<file path="src/rtl/core/pcx_rle_palette_decoder_assert.svh">
// Assertion macros for the PCX run-length palette decoder.
// Needs clk_i and rst_ni in the scope of the including module.
`ifndef PCX_RLE_PALETTE_DECODER_ASSERT_SVH
`define PCX_RLE_PALETTE_DECODER_ASSERT_SVH

// Same-cycle implication, disabled in reset.
`define PCXRLE_ASSERT_NOW(lbl, ante, cons, msg) \
  lbl: assert property (@(posedge clk_i) disable iff (!rst_ni) (ante) |-> (cons)) \
    else $error(msg);

// Next-cycle implication, disabled in reset.
`define PCXRLE_ASSERT_NEXT(lbl, ante, cons, msg) \
  lbl: assert property (@(posedge clk_i) disable iff (!rst_ni) (ante) |=> (cons)) \
    else $error(msg);

`endif

</file>
<file path="src/rtl/core/pcxrle_pkg.sv">
// Shared types and constants of the PCX run-length palette decoder.
// No dependencies.
`default_nettype none

package pcxrle_pkg;

  localparam int DimW      = 13;
  localparam int TotalW    = 25;
  localparam int PosW      = 24;
  localparam int RunW      = 6;
  localparam int PalAddrW  = 8;
  localparam int RgbW      = 24;
  localparam int PalEntries = 256;

  localparam logic [DimW-1:0] MaxDimension = 13'd4096;
  localparam logic [7:0]      RunMark      = 8'd192;
  localparam logic [7:0]      AlphaOpaque  = 8'hFF;

  // Request kinds
  localparam logic KindPalette = 1'b0;
  localparam logic KindData    = 1'b1;

  // Register indexes
  localparam logic RegWidth  = 1'b0;
  localparam logic RegHeight = 1'b1;

  typedef struct packed {
    logic                en;
    logic [PalAddrW-1:0] addr;
    logic [RgbW-1:0]     rgb;
  } pal_wr_t;

endpackage

`default_nettype wire

</file>
<file path="src/rtl/core/pcxrle_cfg.sv">
// Configuration registers (image width and height) on an APB-style port,
// with the clamped pixel total registered. Depends on pcxrle_pkg.
`default_nettype none

module pcxrle_cfg (
  input  wire logic                               clk_i,
  input  wire logic                               rst_ni,
  input  wire logic                               psel,
  input  wire logic                               penable,
  input  wire logic                               pwrite,
  input  wire logic [2:0]                         paddr,
  input  wire logic [31:0]                        pwdata,
  output logic      [31:0]                        prdata,
  output logic                                    pready,
  output logic      [pcxrle_pkg::TotalW-1:0]      total_o
);

  logic [pcxrle_pkg::DimW-1:0]   width_q, height_q;
  logic [pcxrle_pkg::DimW-1:0]   width_c, height_c;
  logic [2*pcxrle_pkg::DimW-1:0] product;
  logic [pcxrle_pkg::TotalW-1:0] total_q;
  logic                          wr_en;
  logic                          reg_sel;

  function automatic logic [pcxrle_pkg::DimW-1:0] clamp_dim(
    input logic [pcxrle_pkg::DimW-1:0] v
  );
    logic [pcxrle_pkg::DimW-1:0] r;
    if (v == '0) begin
      r = {{(pcxrle_pkg::DimW-1){1'b0}}, 1'b1};
    end else if (v > pcxrle_pkg::MaxDimension) begin
      r = pcxrle_pkg::MaxDimension;
    end else begin
      r = v;
    end
    return r;
  endfunction

  assign pready  = 1'b1;
  assign reg_sel = paddr[2];
  assign wr_en   = psel && penable && pwrite && pready;

  always_ff @(posedge clk_i or negedge rst_ni) begin
    if (!rst_ni) begin
      width_q  <= {{(pcxrle_pkg::DimW-1){1'b0}}, 1'b1};
      height_q <= {{(pcxrle_pkg::DimW-1){1'b0}}, 1'b1};
    end else if (wr_en) begin
      case (reg_sel)
        pcxrle_pkg::RegWidth:  width_q  <= pwdata[pcxrle_pkg::DimW-1:0];
        pcxrle_pkg::RegHeight: height_q <= pwdata[pcxrle_pkg::DimW-1:0];
        default: ;
      endcase
    end
  end

  always_comb begin
    case (reg_sel)
      pcxrle_pkg::RegWidth:  prdata = {{(32-pcxrle_pkg::DimW){1'b0}}, width_q};
      pcxrle_pkg::RegHeight: prdata = {{(32-pcxrle_pkg::DimW){1'b0}}, height_q};
      default:               prdata = '0;
    endcase
  end

  assign width_c  = clamp_dim(width_q);
  assign height_c = clamp_dim(height_q);
  assign product  = width_c * height_c;

  // Register the product of the clamped width and height.
  always_ff @(posedge clk_i or negedge rst_ni) begin
    if (!rst_ni) begin
      total_q <= {{(pcxrle_pkg::TotalW-1){1'b0}}, 1'b1};
    end else begin
      total_q <= product[pcxrle_pkg::TotalW-1:0];
    end
  end

  assign total_o = total_q;

endmodule

`default_nettype wire

</file>
<file path="config.mk">
export PLATFORM = sky130hd
export DESIGN_NAME = pcxrle_cfg
export DESIGN_NICKNAME = d
export VERILOG_FILES = /design/src/rtl/core/pcx_rle_palette_decoder_assert.svh /design/src/rtl/core/pcxrle_pkg.sv /design/src/rtl/core/pcxrle_cfg.sv
export SDC_FILE = /design/constraint.sdc
export NUM_CORES = 1
export LEC_CHECK = 0
export BUFFER_PORTS_ARGS = -buffer_cell sky130_fd_sc_hd__buf_2
export CORE_UTILIZATION = 50
export DETAILED_ROUTE_END_ITERATION = 10
export PLACE_DENSITY = 0.71
export SYNTH_ARGS = -nofsm -noshare
export SYNTH_HDL_FRONTEND = slang
export SYNTH_SLANG_ARGS = --single-unit
</file>
<file path="constraint.sdc">
create_clock -name clk_i -period 11.8 [get_ports clk_i]
set_input_delay 1.18 -clock clk_i [delete_from_list [all_inputs] [get_ports clk_i]]
set_output_delay 1.18 -clock clk_i [all_outputs]
set_load 0.01 [all_outputs]
</file>
; ---- Yosys cells after proc, flatten, opt, wreduce, memory -nomap -nowiden
; Index checks and enable logic that the tools add are counted.
[totals]
ff_bits = 51
out_inout_bits = 58
word_cells = 18
[classes]
n_mul = 1
n_lt_le_gt_ge = 2
muxes = 5
n_bitwise = 1
reduce_logical = 6
[op_table]
columns = op, n
row1 = 32-bit one-hot mux with 2 select lines, 1
row2 = 13-bit 2-to-1 mux, 4
row3 = 13-bit > comparator (second input constant), 2
row4 = 13-bit logical NOT, 2
row5 = 13-bit by 13-bit multiplier with 25-bit output, 1
row6 = 2-bit AND reduction, 2
row7 = 1-bit logical AND, 2
row8 = 1-bit inverter, 1

; ---- Depth between registers and ports, before layout
; Gate-level depths: netlist of the first run.
[logic_depth]
depth_word = 4
depth_mapped = 21
ltp_nobuf = 20

; ---- Least setup slack after synthesis of the first run
; No wires, ideal clock.
[synth_path]
path_kind = register to register
from = register height_q[12] (netlist name)
to = register total_q, in the netlist total_o[24]
setup_time_ns = 0.127
arrival_time_ns = 5.083
required_time_ns = 11.673
setup_slack_ns = 6.590
stages_incl_launch_ff = 20
n_path_buf = 2
period_less_slack_ns = 5.210
cell_sequence = dfrtp_1 > clkbuf_1 > nor2b_1 > clkbuf_1 > nand2_1 > fa_1 > fa_1 > inv_1 > fa_1 > fa_1 > inv_1 > fa_1 > inv_1 > ha_1 > nand2_1 > o21ai_0 > a31oi_4 > nor3_2 > o221ai_1 > xnor2_1
[synth_via]
elab_chain_len = 4
[synth_lines]
columns = element, line
row1 = from (decl), pcxrle_cfg.sv:18  ; logic [pcxrle_pkg::DimW-1:0] width_q, height_q;
row2 = from (signal assigned), pcxrle_cfg.sv:46  ; height_q <= {{(pcxrle_pkg::DimW-1){1'b0}}, 1'b1};
row3 = from (signal assigned), pcxrle_cfg.sv:50  ; pcxrle_pkg::RegHeight: height_q <= pwdata[pcxrle_pkg::DimW-1:0];
row4 = 13-bit > comparator, pcxrle_cfg.sv:31  ; end else if (v > pcxrle_pkg::MaxDimension) begin
row5 = 13-bit 2-to-1 mux, pcxrle_cfg.sv:31
row6 = 13-bit 2-to-1 mux *, pcxrle_cfg.sv:29  ; if (v == '0) begin
row7 = 13-bit by 13-bit multiplier with 25-bit output *, pcxrle_cfg.sv:66  ; assign product = width_c * height_c;
row8 = named net product (one bit), pcxrle_cfg.sv:20  ; logic [2*pcxrle_pkg::DimW-1:0] product;
row9 = to (signal assigned), pcxrle_cfg.sv:71  ; total_q <= {{(pcxrle_pkg::TotalW-1){1'b0}}, 1'b1};
row10 = to (signal assigned), pcxrle_cfg.sv:73  ; total_q <= product[pcxrle_pkg::TotalW-1:0];
row11 = to (decl), pcxrle_cfg.sv:21  ; logic [pcxrle_pkg::TotalW-1:0] total_q;
; The timed path passes the listed nets; every way through them passes the cells marked *.
; A chain may end at the register's enable or synchronous reset.

; ---- Worst setup path after layout of the first run
; Same ends and word-level chain as after synthesis.

==> summary.md, run 1 <==
| Metric | Value |
|---|---|
| Slew headroom | `20.8%` |
| Global Route Usage Sum | `23.7%` |
| Cell variety after synth | `48` |
| Clock Tree Root | `clkbuf_16` |
| Final clock skew | `0.00983 ns` |
| Total CTS buffers | `5` |
| Final core utilization | `55.1%` |
| DIE WIDTH | `125 µm` |
| Hold Path Class | `reg -> reg` |
| Top-count cell post-synth | `inv_1` |
| Maxcap violations | `0` |
| Fraction of layout cells with a size suffix above 1 | `12.5%` |
| Minimum clock period | `6.62 ns` |
| Fillers | `1334` |
| Syn Area/Cell | `9.12 µm²` |
| Vias per cell | `5.21` |
| NumNets Final | `1097` |
| Largest net degree at the start of global routing | `52` |
| Port bufs | `56` |
| Most used flip-flop cell after synthesis | `dfrtp_1` |
| Hold depth | `1` |
| Slew @ Worst Pin | `1.19 ns` |
| Met1 Usage GRT | `30.4%` |
| IR drop worst, VDD | `0.123 mV` |
| Vias in the first global route | `5940` |
| Worst-Skew Late Latency | `0.32 ns` |
| DP HPWL | `13400 µm` |
| Area leader, netlist | `fa_1` |
| Slew Limit Fails | `0` |
| Critical path startpoint category | `flip-flop` |
| CP required | `12.00 ns` |
| Leakage | `4.22 nW` |
| Worst r2r path cells | `19` |
| Max clock buf depth | `2` |
| GRT busiest layer | `met2` |
| Worst Path Arrival | `6.82 ns` |
| Max Clk Rate | `0.151 GHz` |
| Hold Slack | `0.566 ns` |
| Number of synthesized flops with an enable pin | `0` |
| Global-route wire length before repair | `28900 µm` |
| Diode count | `0` |
| RePlAce Congestion | `0.935` |
| Async SR Flop Fraction | `100%` |
| Ports | `98` |
| Cell count after synthesis | `828` |
| Synth cell count leaders | `inv_1, fa_1, nand2_1` |
| Synth area leaders | `fa_1, dfrtp_1, ha_1` |
| WL final | `16700 µm` |
| Final setup violation count | `0` |
| Clock Sink Count | `51` |
| Seq/Total Area, Yosys | `16.9%` |
| H-tree depth | `2` |
| RSZ-0062 raised after global routing | `false` |
| Std-Cell Rows | `44` |
| Post-CTS Resized | `0` |
| GR Util met2 | `41.3%` |
| CP endpoint kind | `flip-flop` |
| Area growth, synth to finish | `6.83%` |
| Met3 Usage GRT | `4.77%` |
| R2R setup slack | `5.18 ns` |
| Vias post-DR | `5487` |
| Total power | `1.72 mW` |
| Final hold vios | `0` |
| Die area | `15600 µm²` |
| DIE HEIGHT | `125 µm` |
| Post-Syn Area | `7550 µm²` |
| Failing checks | `DRC` |
| Setup TNS Final | `0 ns` |
| Largest stage delay on the critical path | `0.82 ns` |
| First-pass detailed-route iteration total | `8` |
| DRC viols | `10` |
| Initial core utilization | `51.6%` |
| Levels on crit path | `19` |
| CP most frequent cell | `fa_1` |
| Status | `finished with violations` |
| Post-CTS setup buffer count | `0` |
| Setup CP Type | `reg -> reg` |
| Post-synth top area share | `31.8%` |
| WP buf/inv | `5` |
| Synth Register Bits | `51` |
| Crit path max fanout | `23` |
| Pwr Density | `213 nW/µm²` |
| Crit path cell chain | `clkinv_1 > nand2_1 > nor2_1 > fa_1 > inv_1 > fa_1 > inv_1 > fa_1 > fa_1 > inv_1 > fa_1 > inv_1 > ha_1 > o211ai_2 > o211ai_2 > a31oi_4 > nor3_2 > o221ai_1 > xnor2_1` |
| Wire length per cell | `15.9 µm` |
| Hold bufs inserted after CTS | `0` |
| Post-route ant nets | `0` |
| Clk slew on worst S/H paths | `0.08 ns` |
| CTS tree | `built` |
| Core ar. | `14600 µm²` |
| DR iter-0 viols | `243` |
| Initial antenna violation count | `0` |
| Delay-heaviest family, CP | `adder cells` |
| Grt ovf | `0` |
| Slowest-stage cell, CP | `dfrtp_1` |
| Yosys warns | `0` |
| Final Cycle Share | `56.1%` |
[flip-flops by register name, summed over array words and instances (netlist names)]
register and flops:
height_q 13, width_q 13, total_o 25
[kinds of logic (layout without fill, tap and decap cells)]
family          after synthesis  in the layout  share of synthesized area, %
flops                        51             51                          16.9
fa+ha+maj                   188            188                          43.1
xor+xnor                     22             22                          2.55
other cells                   2             20                        0.0994
buf+inv                     213            237                          11.6
simple gates                259            259                          14.8
mux                          38             38                          5.67
compound gates               55             55                          5.27
[area by class of cell]
cell class / instances / area [µm²] / area share (%)
clock inverter: 3 / 33.8 / 0.419
timing repair buffer: 58 / 295 / 3.66
sequential: 51 / 1280 / 15.9
inverter: 171 / 642 / 7.96
multi-input combinational: 582 / 5460 / 67.7
clock buffer: 5 / 125 / 1.55
tap: 184 / 230 / 2.85
[per-layer routing]
| layer | vias to the layer above | wire (µm) |
|---|---|---|
| li1 | 2561 | - |
| met1 | 2756 | 7210 |
| met2 | 150 | 8260 |
| met3 | 20 | 1030 |
| met4 | 0 | 241 |
| met5 | - | 0 |
[through the flow]
stage | std cells | setup slack, ns | area (µm²)
global route | 1054 | 4.77 | 8070
detailed placement | 1046 | 5.22 | 7910
finish | 1054 | 5.18 | 8070
floorplan | 846 | 6.59 | 7620
global placement | 1046 | 5.27 | 7910
CTS | 1054 | 5.21 | 8070
[cells in the final DEF (no fill, tap or decap), drive strengths merged, types with 2 or more instances in the layout]
master  count
o21ai      11
dfrtp      48
nand2b      3
inv       171
a21o        6
or2         2
ha         68
buf        58
fa        120
nand2     113
and2        3
conb       20
a21oi      19
clkbuf      5
mux2       38
clkinv      3
nor2       91
o221a       2
o211ai      5
nand4       3
xor2        7
o41ai       2
dfstp       3
nand3       4
a211o       2
nor4        4
nor3        8
nor2b      23
a31oi       3
xnor2      15
[power by group]
part / switching [mW] / total, mW / internal (mW)
logic: 0.768 / 1.27 / 0.498
clock network: 0.0810 / 0.163 / 0.0824
registers: 0.0469 / 0.291 / 0.244
[path summary, 6_finish.rpt]
kind,start,endpoint
setup / recovery,height_q[12],total_o[24]
hold reg to reg,height_q[5],height_q[5]
setup reg to reg,height_q[12],total_o[24]
hold / removal,height_q[5],height_q[5]
max in group asynchronous,rst_ni,total_o[16]
min in group asynchronous,rst_ni,total_o[6]
Note: power is estimated with default switching activity, not from simulation.
==> run 2: changes to the inputs <==
- ABC_AREA: not set -> 1
- PLACE_DENSITY: 0.71 -> 0.7
- clock period: 11.8 -> 6.7 ns (I/O delays scaled with it)
==> summary.md, run 2 <==
| Metric | Value |
|---|---|
| Slew @ Worst Pin | `0.751 ns (-0.434 ns)` |
| Area growth, synth to finish | `7.45%` |
| Hold bufs inserted after CTS | `0 (unchanged)` |
| Global Route Usage Sum | `24.9% (+1.2 points)` |
| Max clock buf depth | `2 (unchanged)` |
| Critical path startpoint category | `flip-flop` |
| Synth Register Bits | `51 (unchanged)` |
| Cell variety after synth | `28 (-42%)` |
| Std-Cell Rows | `45 (+2.3%)` |
| Cell count after synthesis | `1049 (+27%)` |
| Clk slew on worst S/H paths | `0.08 ns (about the same)` |
| DIE HEIGHT | `128 µm (+2.4%)` |
| Wire length per cell | `14.1 µm (-11%)` |
| Maxcap violations | `0 (unchanged)` |
| Area leader, netlist | `fa_1` |
| DIE WIDTH | `128 µm (+2.4%)` |
| Synth cell count leaders | `inv_1, nand2_1, nor2_1` |
| Grt ovf | `0 (unchanged)` |
| Post-CTS Resized | `0 (unchanged)` |
| Most common library cell in the layout ignoring fill and taps | `inv_1` |
| Max FFs per register | `25 (unchanged)` |
| DP HPWL | `15400 µm (+15%)` |
| Vias post-DR | `6530 (+19%)` |
| Final Cycle Share | `89.2% (+33 points)` |
| Slowest-stage cell, CP | `dfrtp_1` |
| CP required | `6.90 ns (-5.10 ns)` |
| Largest net degree at the start of global routing | `52 (unchanged)` |
| Final setup violation count | `0 (unchanged)` |
| DRC viols | `0 (-10)` |
| Core ar. | `15300 µm² (+4.6%)` |
| Ports | `98 (unchanged)` |
| Delay-heaviest family, CP | `adder cells` |
| Post-CTS setup buffer count | `0 (unchanged)` |
| Setup TNS Final | `0 ns (unchanged)` |
| Worst-Skew Late Latency | `0.31 ns (about the same)` |
| Port bufs | `56 (unchanged)` |
| CTS tree | `built` |
| Largest stage delay on the critical path | `0.63 ns (-0.19 ns)` |
| Max Clk Rate | `0.167 GHz (+11%)` |
| Crit path cell chain | `inv_1 > a21oi_2 > inv_2 > nand2_1 > nor2_1 > fa_1 > inv_1 > fa_1 > inv_1 > fa_1 > fa_1 > inv_1 > fa_1 > inv_1 > ha_1 > nand2_1 > nor2_1 > nand2_1 > nand2_1 > nand3b_1 > nand3_1 > nand2_1` |
| RePlAce Congestion | `0.936 (about the same)` |
| Hold Path Class | `in -> async` |
| Clock Tree Root | `clkbuf_16` |
| Async SR Flop Fraction | `100% (unchanged)` |
| Worst Path Arrival | `6.18 ns (-0.64 ns)` |
| IR drop worst, VDD | `0.146 mV (+19%)` |
| Global-route wire length before repair | `31200 µm (+8.0%)` |
| CP endpoint kind | `flip-flop` |
| First-pass detailed-route iteration total | `6 (-2)` |
| DR iter-0 viols | `468 (+93%)` |
| WP buf/inv | `6 (+1)` |
| Leakage | `4.89 nW (+16%)` |
| Placed cell areas | `8360 µm² (+5.7%)` |
| Synth area leaders | `fa_1, dfrtp_1, inv_1` |
| Post-Syn Area | `7930 µm² (+5.0%)` |
| Most frequent cells in the layout | `inv_1, nand2_1, nor2_1` |
| Top-count cell post-synth | `inv_1` |
| Clock Sink Count | `51 (unchanged)` |
| Yosys warns | `0 (unchanged)` |
| Fraction of layout cells with a size suffix above 1 | `7.71% (-4.8 points)` |
| Number of synthesized flops with an enable pin | `0 (unchanged)` |
| Initial antenna violation count | `0 (unchanged)` |
| Total CTS buffers | `5 (unchanged)` |
| Post-synth top area share | `30.3% (-1.5 points)` |
| Status | `completed` |
| Pwr Density | `275 nW/µm² (+29%)` |
| Vias per cell | `4.97 (-4.5%)` |
| Setup CP Type | `reg -> reg` |
| Slew Limit Fails | `0 (unchanged)` |
| Post-route ant nets | `0 (unchanged)` |
| Initial core utilization | `51.8% (+0.21 points)` |
| Vias in the first global route | `6469 (+8.9%)` |
| Crit path max fanout | `14 (-39%)` |
| Slew headroom | `49.9% (+29 points)` |
| H-tree depth | `2 (unchanged)` |
| RSZ-0062 raised after global routing | `false` |
| Diode count | `0 (unchanged)` |
| Final hold vios | `0 (unchanged)` |
| NumNets Final | `1329 (+21%)` |
| Seq/Total Area, Yosys | `16.1% (-0.81 points)` |
| Most used flip-flop cell after synthesis | `dfrtp_1` |
| Final clock skew | `0.0102 ns (+0.000390 ns)` |
| WL final | `18500 µm (+10%)` |
| Post-route cell area | `8520 µm² (+5.6%)` |
| Die area | `16400 µm² (+4.9%)` |
| Minimum clock period | `5.98 ns (-0.637 ns)` |
| Syn Area/Cell | `7.56 µm² (-17%)` |
==> run 2: cell types whose count changed after synthesis, moves of 7 or more <==
| cell | delta |
|---|---|
| o21ai_0 | +35 |
| nor2_1 | +35 |
| inv_1 | +97 |
| mux2_2 | -30 |
| nand3_1 | +29 |
| clkbuf_1 | -11 |
| mux2_1 | -8 |
| xnor2_1 | -13 |
| o21ai_1 | -7 |
| nor2b_1 | -23 |
| nand2_1 | +139 |
==> run 2: report_power, final <==
group          leakage [nW]  switching [mW]  total [mW]  internal, mW
clock network        0.0776           0.131       0.276         0.145
registers             0.640          0.0529       0.460         0.407
logic                  4.18            1.04        1.61         0.565
total                  4.89            1.23        2.34          1.12
==> run 2: routing by layer <==
metal	vias to the layer above	routed length, µm	track usage, %
met4	0	499	8.65
met2	232	8620	40.9
met3	30	1310	3.67
li1	3110	-	-
met1	3158	8040	33.9
met5	-	0	0
==> run 2: worst paths after layout <==
path,startpoint,to,slack (ns),cells past startpoint
worst max-delay path,height_q[12],total_o[20],0.72,22
worst min-delay path,rst_ni,height_q[10],0.47,2
worst max register to register,height_q[12],total_o[20],0.72,22
worst min register to register,width_q[11],width_q[11],0.50,2
max in group asynchronous,rst_ni,total_o[12],5.78,2
min in group clk_i,width_q[11],width_q[11],0.50,2
==> run 2: cells by family (layout without fill, tap and decap cells) <==
family                   Yosys count  after routing  synth area share (%)
AND/OR/NAND/NOR                  428            428                  21.4
buffers and inverters            308            343                  16.0
adder cells (fa/ha/maj)          188            188                  41.0
AO/OA/AOI/OAI                     58             58                  3.88
flip-flops                        51             51                  16.1
XOR/XNOR                          14             14                  1.55
other                              2             20                0.0947
==> run 2: layout make-up <==
type | count | area [µm²]
well taps | 211 | 264
fillers | 1522 | 6790
inverters | 269 | 1010
clock inverters | 3 | 33.8
flip-flops and latches | 51 | 1280
repair buffers | 66 | 355
multi-input cells | 708 | 5450
clock buffers | 5 | 125
==> run 2: metrics by stage <==
stage                     utilization [%]  hold slack [ns]  std cells  total power [mW]  setup WS (ns)
after CTS                            55.6            0.489       1313              2.36          0.819
after global placement               54.6            0.468       1305              2.04          0.918
after floorplan                         -            0.374       1067              1.61           1.65
final                                55.6            0.466       1313              2.34          0.721
after global routing                 55.6            0.521       1313              2.62          0.449
after detailed placement             54.6            0.480       1305              2.07          0.856
==> run 2: worst register-to-register path: cells and delay by family (launching register included) <==
kind	cells	cell delay [ns]
adders and majority gates	6	2.89
and+or+nand+nor	9	1.39
buffers and inverters	6	0.65
DFF	1	0.63
AOI/OAI and AO/OA	1	0.32
==> run 3: changes to the inputs <==
- GPL_TIMING_DRIVEN: not set -> 0
==> summary.md, run 3 (synthesized netlist as in run 2, its figures left out) <==
| Metric | Value |
|---|---|
| Status | `completed` |
| Vias post-DR | `6566 (+0.55%)` |
| Clock Tree Root | `clkbuf_16` |
| Wire length per cell | `14.3 µm (+1.8%)` |
| CP required | `6.90 ns (about the same)` |
| Slew headroom | `21.0% (-29 points)` |
| CTS tree | `built` |
| Port bufs | `55 (-1.8%)` |
| DIE WIDTH | `128 µm (unchanged)` |
| WL final | `19200 µm (+4.0%)` |
| Clk slew on worst S/H paths | `0.08 ns (about the same)` |
| Grt ovf | `0 (unchanged)` |
| Vias per cell | `4.90 (-1.5%)` |
| Slew Limit Fails | `0 (unchanged)` |
| Most frequent cells in the layout | `inv_1, nand2_1, nor2_1` |
| Final Cycle Share | `89.2% (about the same)` |
| IR drop worst, VDD | `0.146 mV (+0.46%)` |
| Fillers | `1502 (-1.3%)` |
| Leakage | `5.01 nW (+2.4%)` |
| Final hold vios | `0 (unchanged)` |
| First-pass detailed-route iteration total | `5 (-1)` |
| Total CTS buffers | `5 (unchanged)` |
| Max Clk Rate | `0.167 GHz (about the same)` |
| Vias in the first global route | `6603 (+2.1%)` |
| Crit path max fanout | `7 (-7)` |
| Area growth, synth to finish | `9.66%` |
| Post-CTS Resized | `0 (unchanged)` |
| Area of the multi-input gates | `5450 µm² (unchanged)` |
| Hold bufs inserted after CTS | `0 (unchanged)` |
| Final setup violation count | `0 (unchanged)` |
| R2R setup slack | `0.73 ns (about the same)` |
| Maxcap violations | `0 (unchanged)` |
| Register area | `1280 µm² (unchanged)` |
| Worst-Skew Late Latency | `0.31 ns (about the same)` |
| DP HPWL | `16100 µm (+4.9%)` |
| Minimum clock period | `5.97 ns (-0.00364 ns)` |
| Initial antenna violation count | `0 (unchanged)` |
| Setup CP Type | `reg -> reg` |
| Core ar. | `15300 µm² (unchanged)` |
| CP endpoint kind | `flip-flop` |
| Post-CTS setup buffer count | `0 (unchanged)` |
| Global-route wire length before repair | `32300 µm (+3.5%)` |
| DR iter-0 viols | `435 (-7.1%)` |
| Clock Sink Count | `51 (unchanged)` |
| NumNets Final | `1357 (+2.1%)` |
| Final clock skew | `0.00872 ns (-0.00149 ns)` |
| Slew @ Worst Pin | `1.19 ns (+0.434 ns)` |
| RePlAce Congestion | `0.938 (+0.24%)` |
| Critical path startpoint category | `flip-flop` |
| Global Route Usage Sum | `25.9% (+1.0 points)` |
| Setup TNS Final | `0 ns (unchanged)` |
| Worst Path Arrival | `6.17 ns (about the same)` |
| Largest net degree at the start of global routing | `52 (unchanged)` |
| Die area | `16400 µm² (unchanged)` |
| Max FFs per register | `25 (unchanged)` |
| Diode count | `0 (unchanged)` |
| Hold Path Class | `reg -> reg` |
| Initial core utilization | `51.8% (unchanged)` |
| RSZ-0062 raised after global routing | `false` |
| Fraction of layout cells with a size suffix above 1 | `9.38% (+1.7 points)` |
| DRC viols | `0 (unchanged)` |
| Std-Cell Rows | `45 (unchanged)` |
| Final core utilization | `56.8% (+1.1 points)` |
| Cells after DPL | `1333 (+2.1%)` |
| Pwr Density | `272 nW/µm² (-0.96%)` |
| DIE HEIGHT | `128 µm (unchanged)` |
| Cell Count, Final, Fillers Out | `1341 (+2.1%)` |
| Ports | `98 (unchanged)` |
| Max clock buf depth | `2 (unchanged)` |
| H-tree depth | `2 (unchanged)` |
| Post-route ant nets | `0 (unchanged)` |
| Most common library cell in the layout ignoring fill and taps | `inv_1` |
[run 3: path summary, 6_finish.rpt]
check	startpoint	to	depth (start not counted)
worst max-delay path	width_q[8]	total_o[22]	24
worst min-delay path	width_q[10]	width_q[10]	2
worst max register to register	width_q[8]	total_o[22]	24
worst min register to register	width_q[10]	width_q[10]	2
max in group asynchronous	rst_ni	total_o[9]	1
min in group asynchronous	rst_ni	width_q[5]	1
[run 3: stage by stage]
step                      total power [mW]  setup WS, ns  hold slack [ns]  instance area (µm²)
final                                 2.37         0.725            0.487                 8700
after global routing                  2.65         0.420            0.522                 8700
after CTS                             2.38         0.795            0.495                 8700
after detailed placement              2.09         0.839            0.475                 8540
after global placement                2.07         0.851            0.472                 8540
after floorplan                       1.61          1.65            0.374                 8000
[run 3: critical path: stages, from the launching register on]
cell	delay [ns]
dfrtp_1	0.41
nor2_1	0.11
nand3_1	0.10
nor2_1	0.15
nand3_1	0.08
nand2_1	0.16
nand2_1	0.29
inv_1	0.35
nand2_1	0.13
fa_1	0.55
inv_1	0.05
fa_1	0.50
fa_1	0.56
fa_1	0.55
inv_1	0.05
fa_1	0.52
inv_1	0.04
ha_1	0.35
nand2_1	0.12
nor2_1	0.22
nand3_1	0.12
nand3_1	0.17
nand2_1	0.10
nand3_1	0.08
nand2_1	0.06
[run 3: area by class of cell]
type                    instances  share of cell area [%]
multi-input cells             708                    62.7
flip-flops and latches         51                    14.7
inverters                     269                    11.6
repair buffers                 55                    3.17
well taps                     211                    3.04
plain buffers                  39                    2.94
clock buffers                   5                    1.44
clock inverters                 3                   0.388
[run 3: routing by layer]
layer  vias up  wire, µm  track usage (%)
li1       3168         -                -
met1      3175      8440             34.2
met2       191      8830             42.2
met3        32      1360             5.34
met4         0       575             9.76
met5         -         0                0
[run 3: power breakdown]
| part | switching [mW] | internal, mW | total (mW) |
|---|---|---|---|
| clock | 0.134 | 0.145 | 0.279 |
| sequential | 0.0420 | 0.407 | 0.449 |
| combinational | 1.06 | 0.575 | 1.64 |
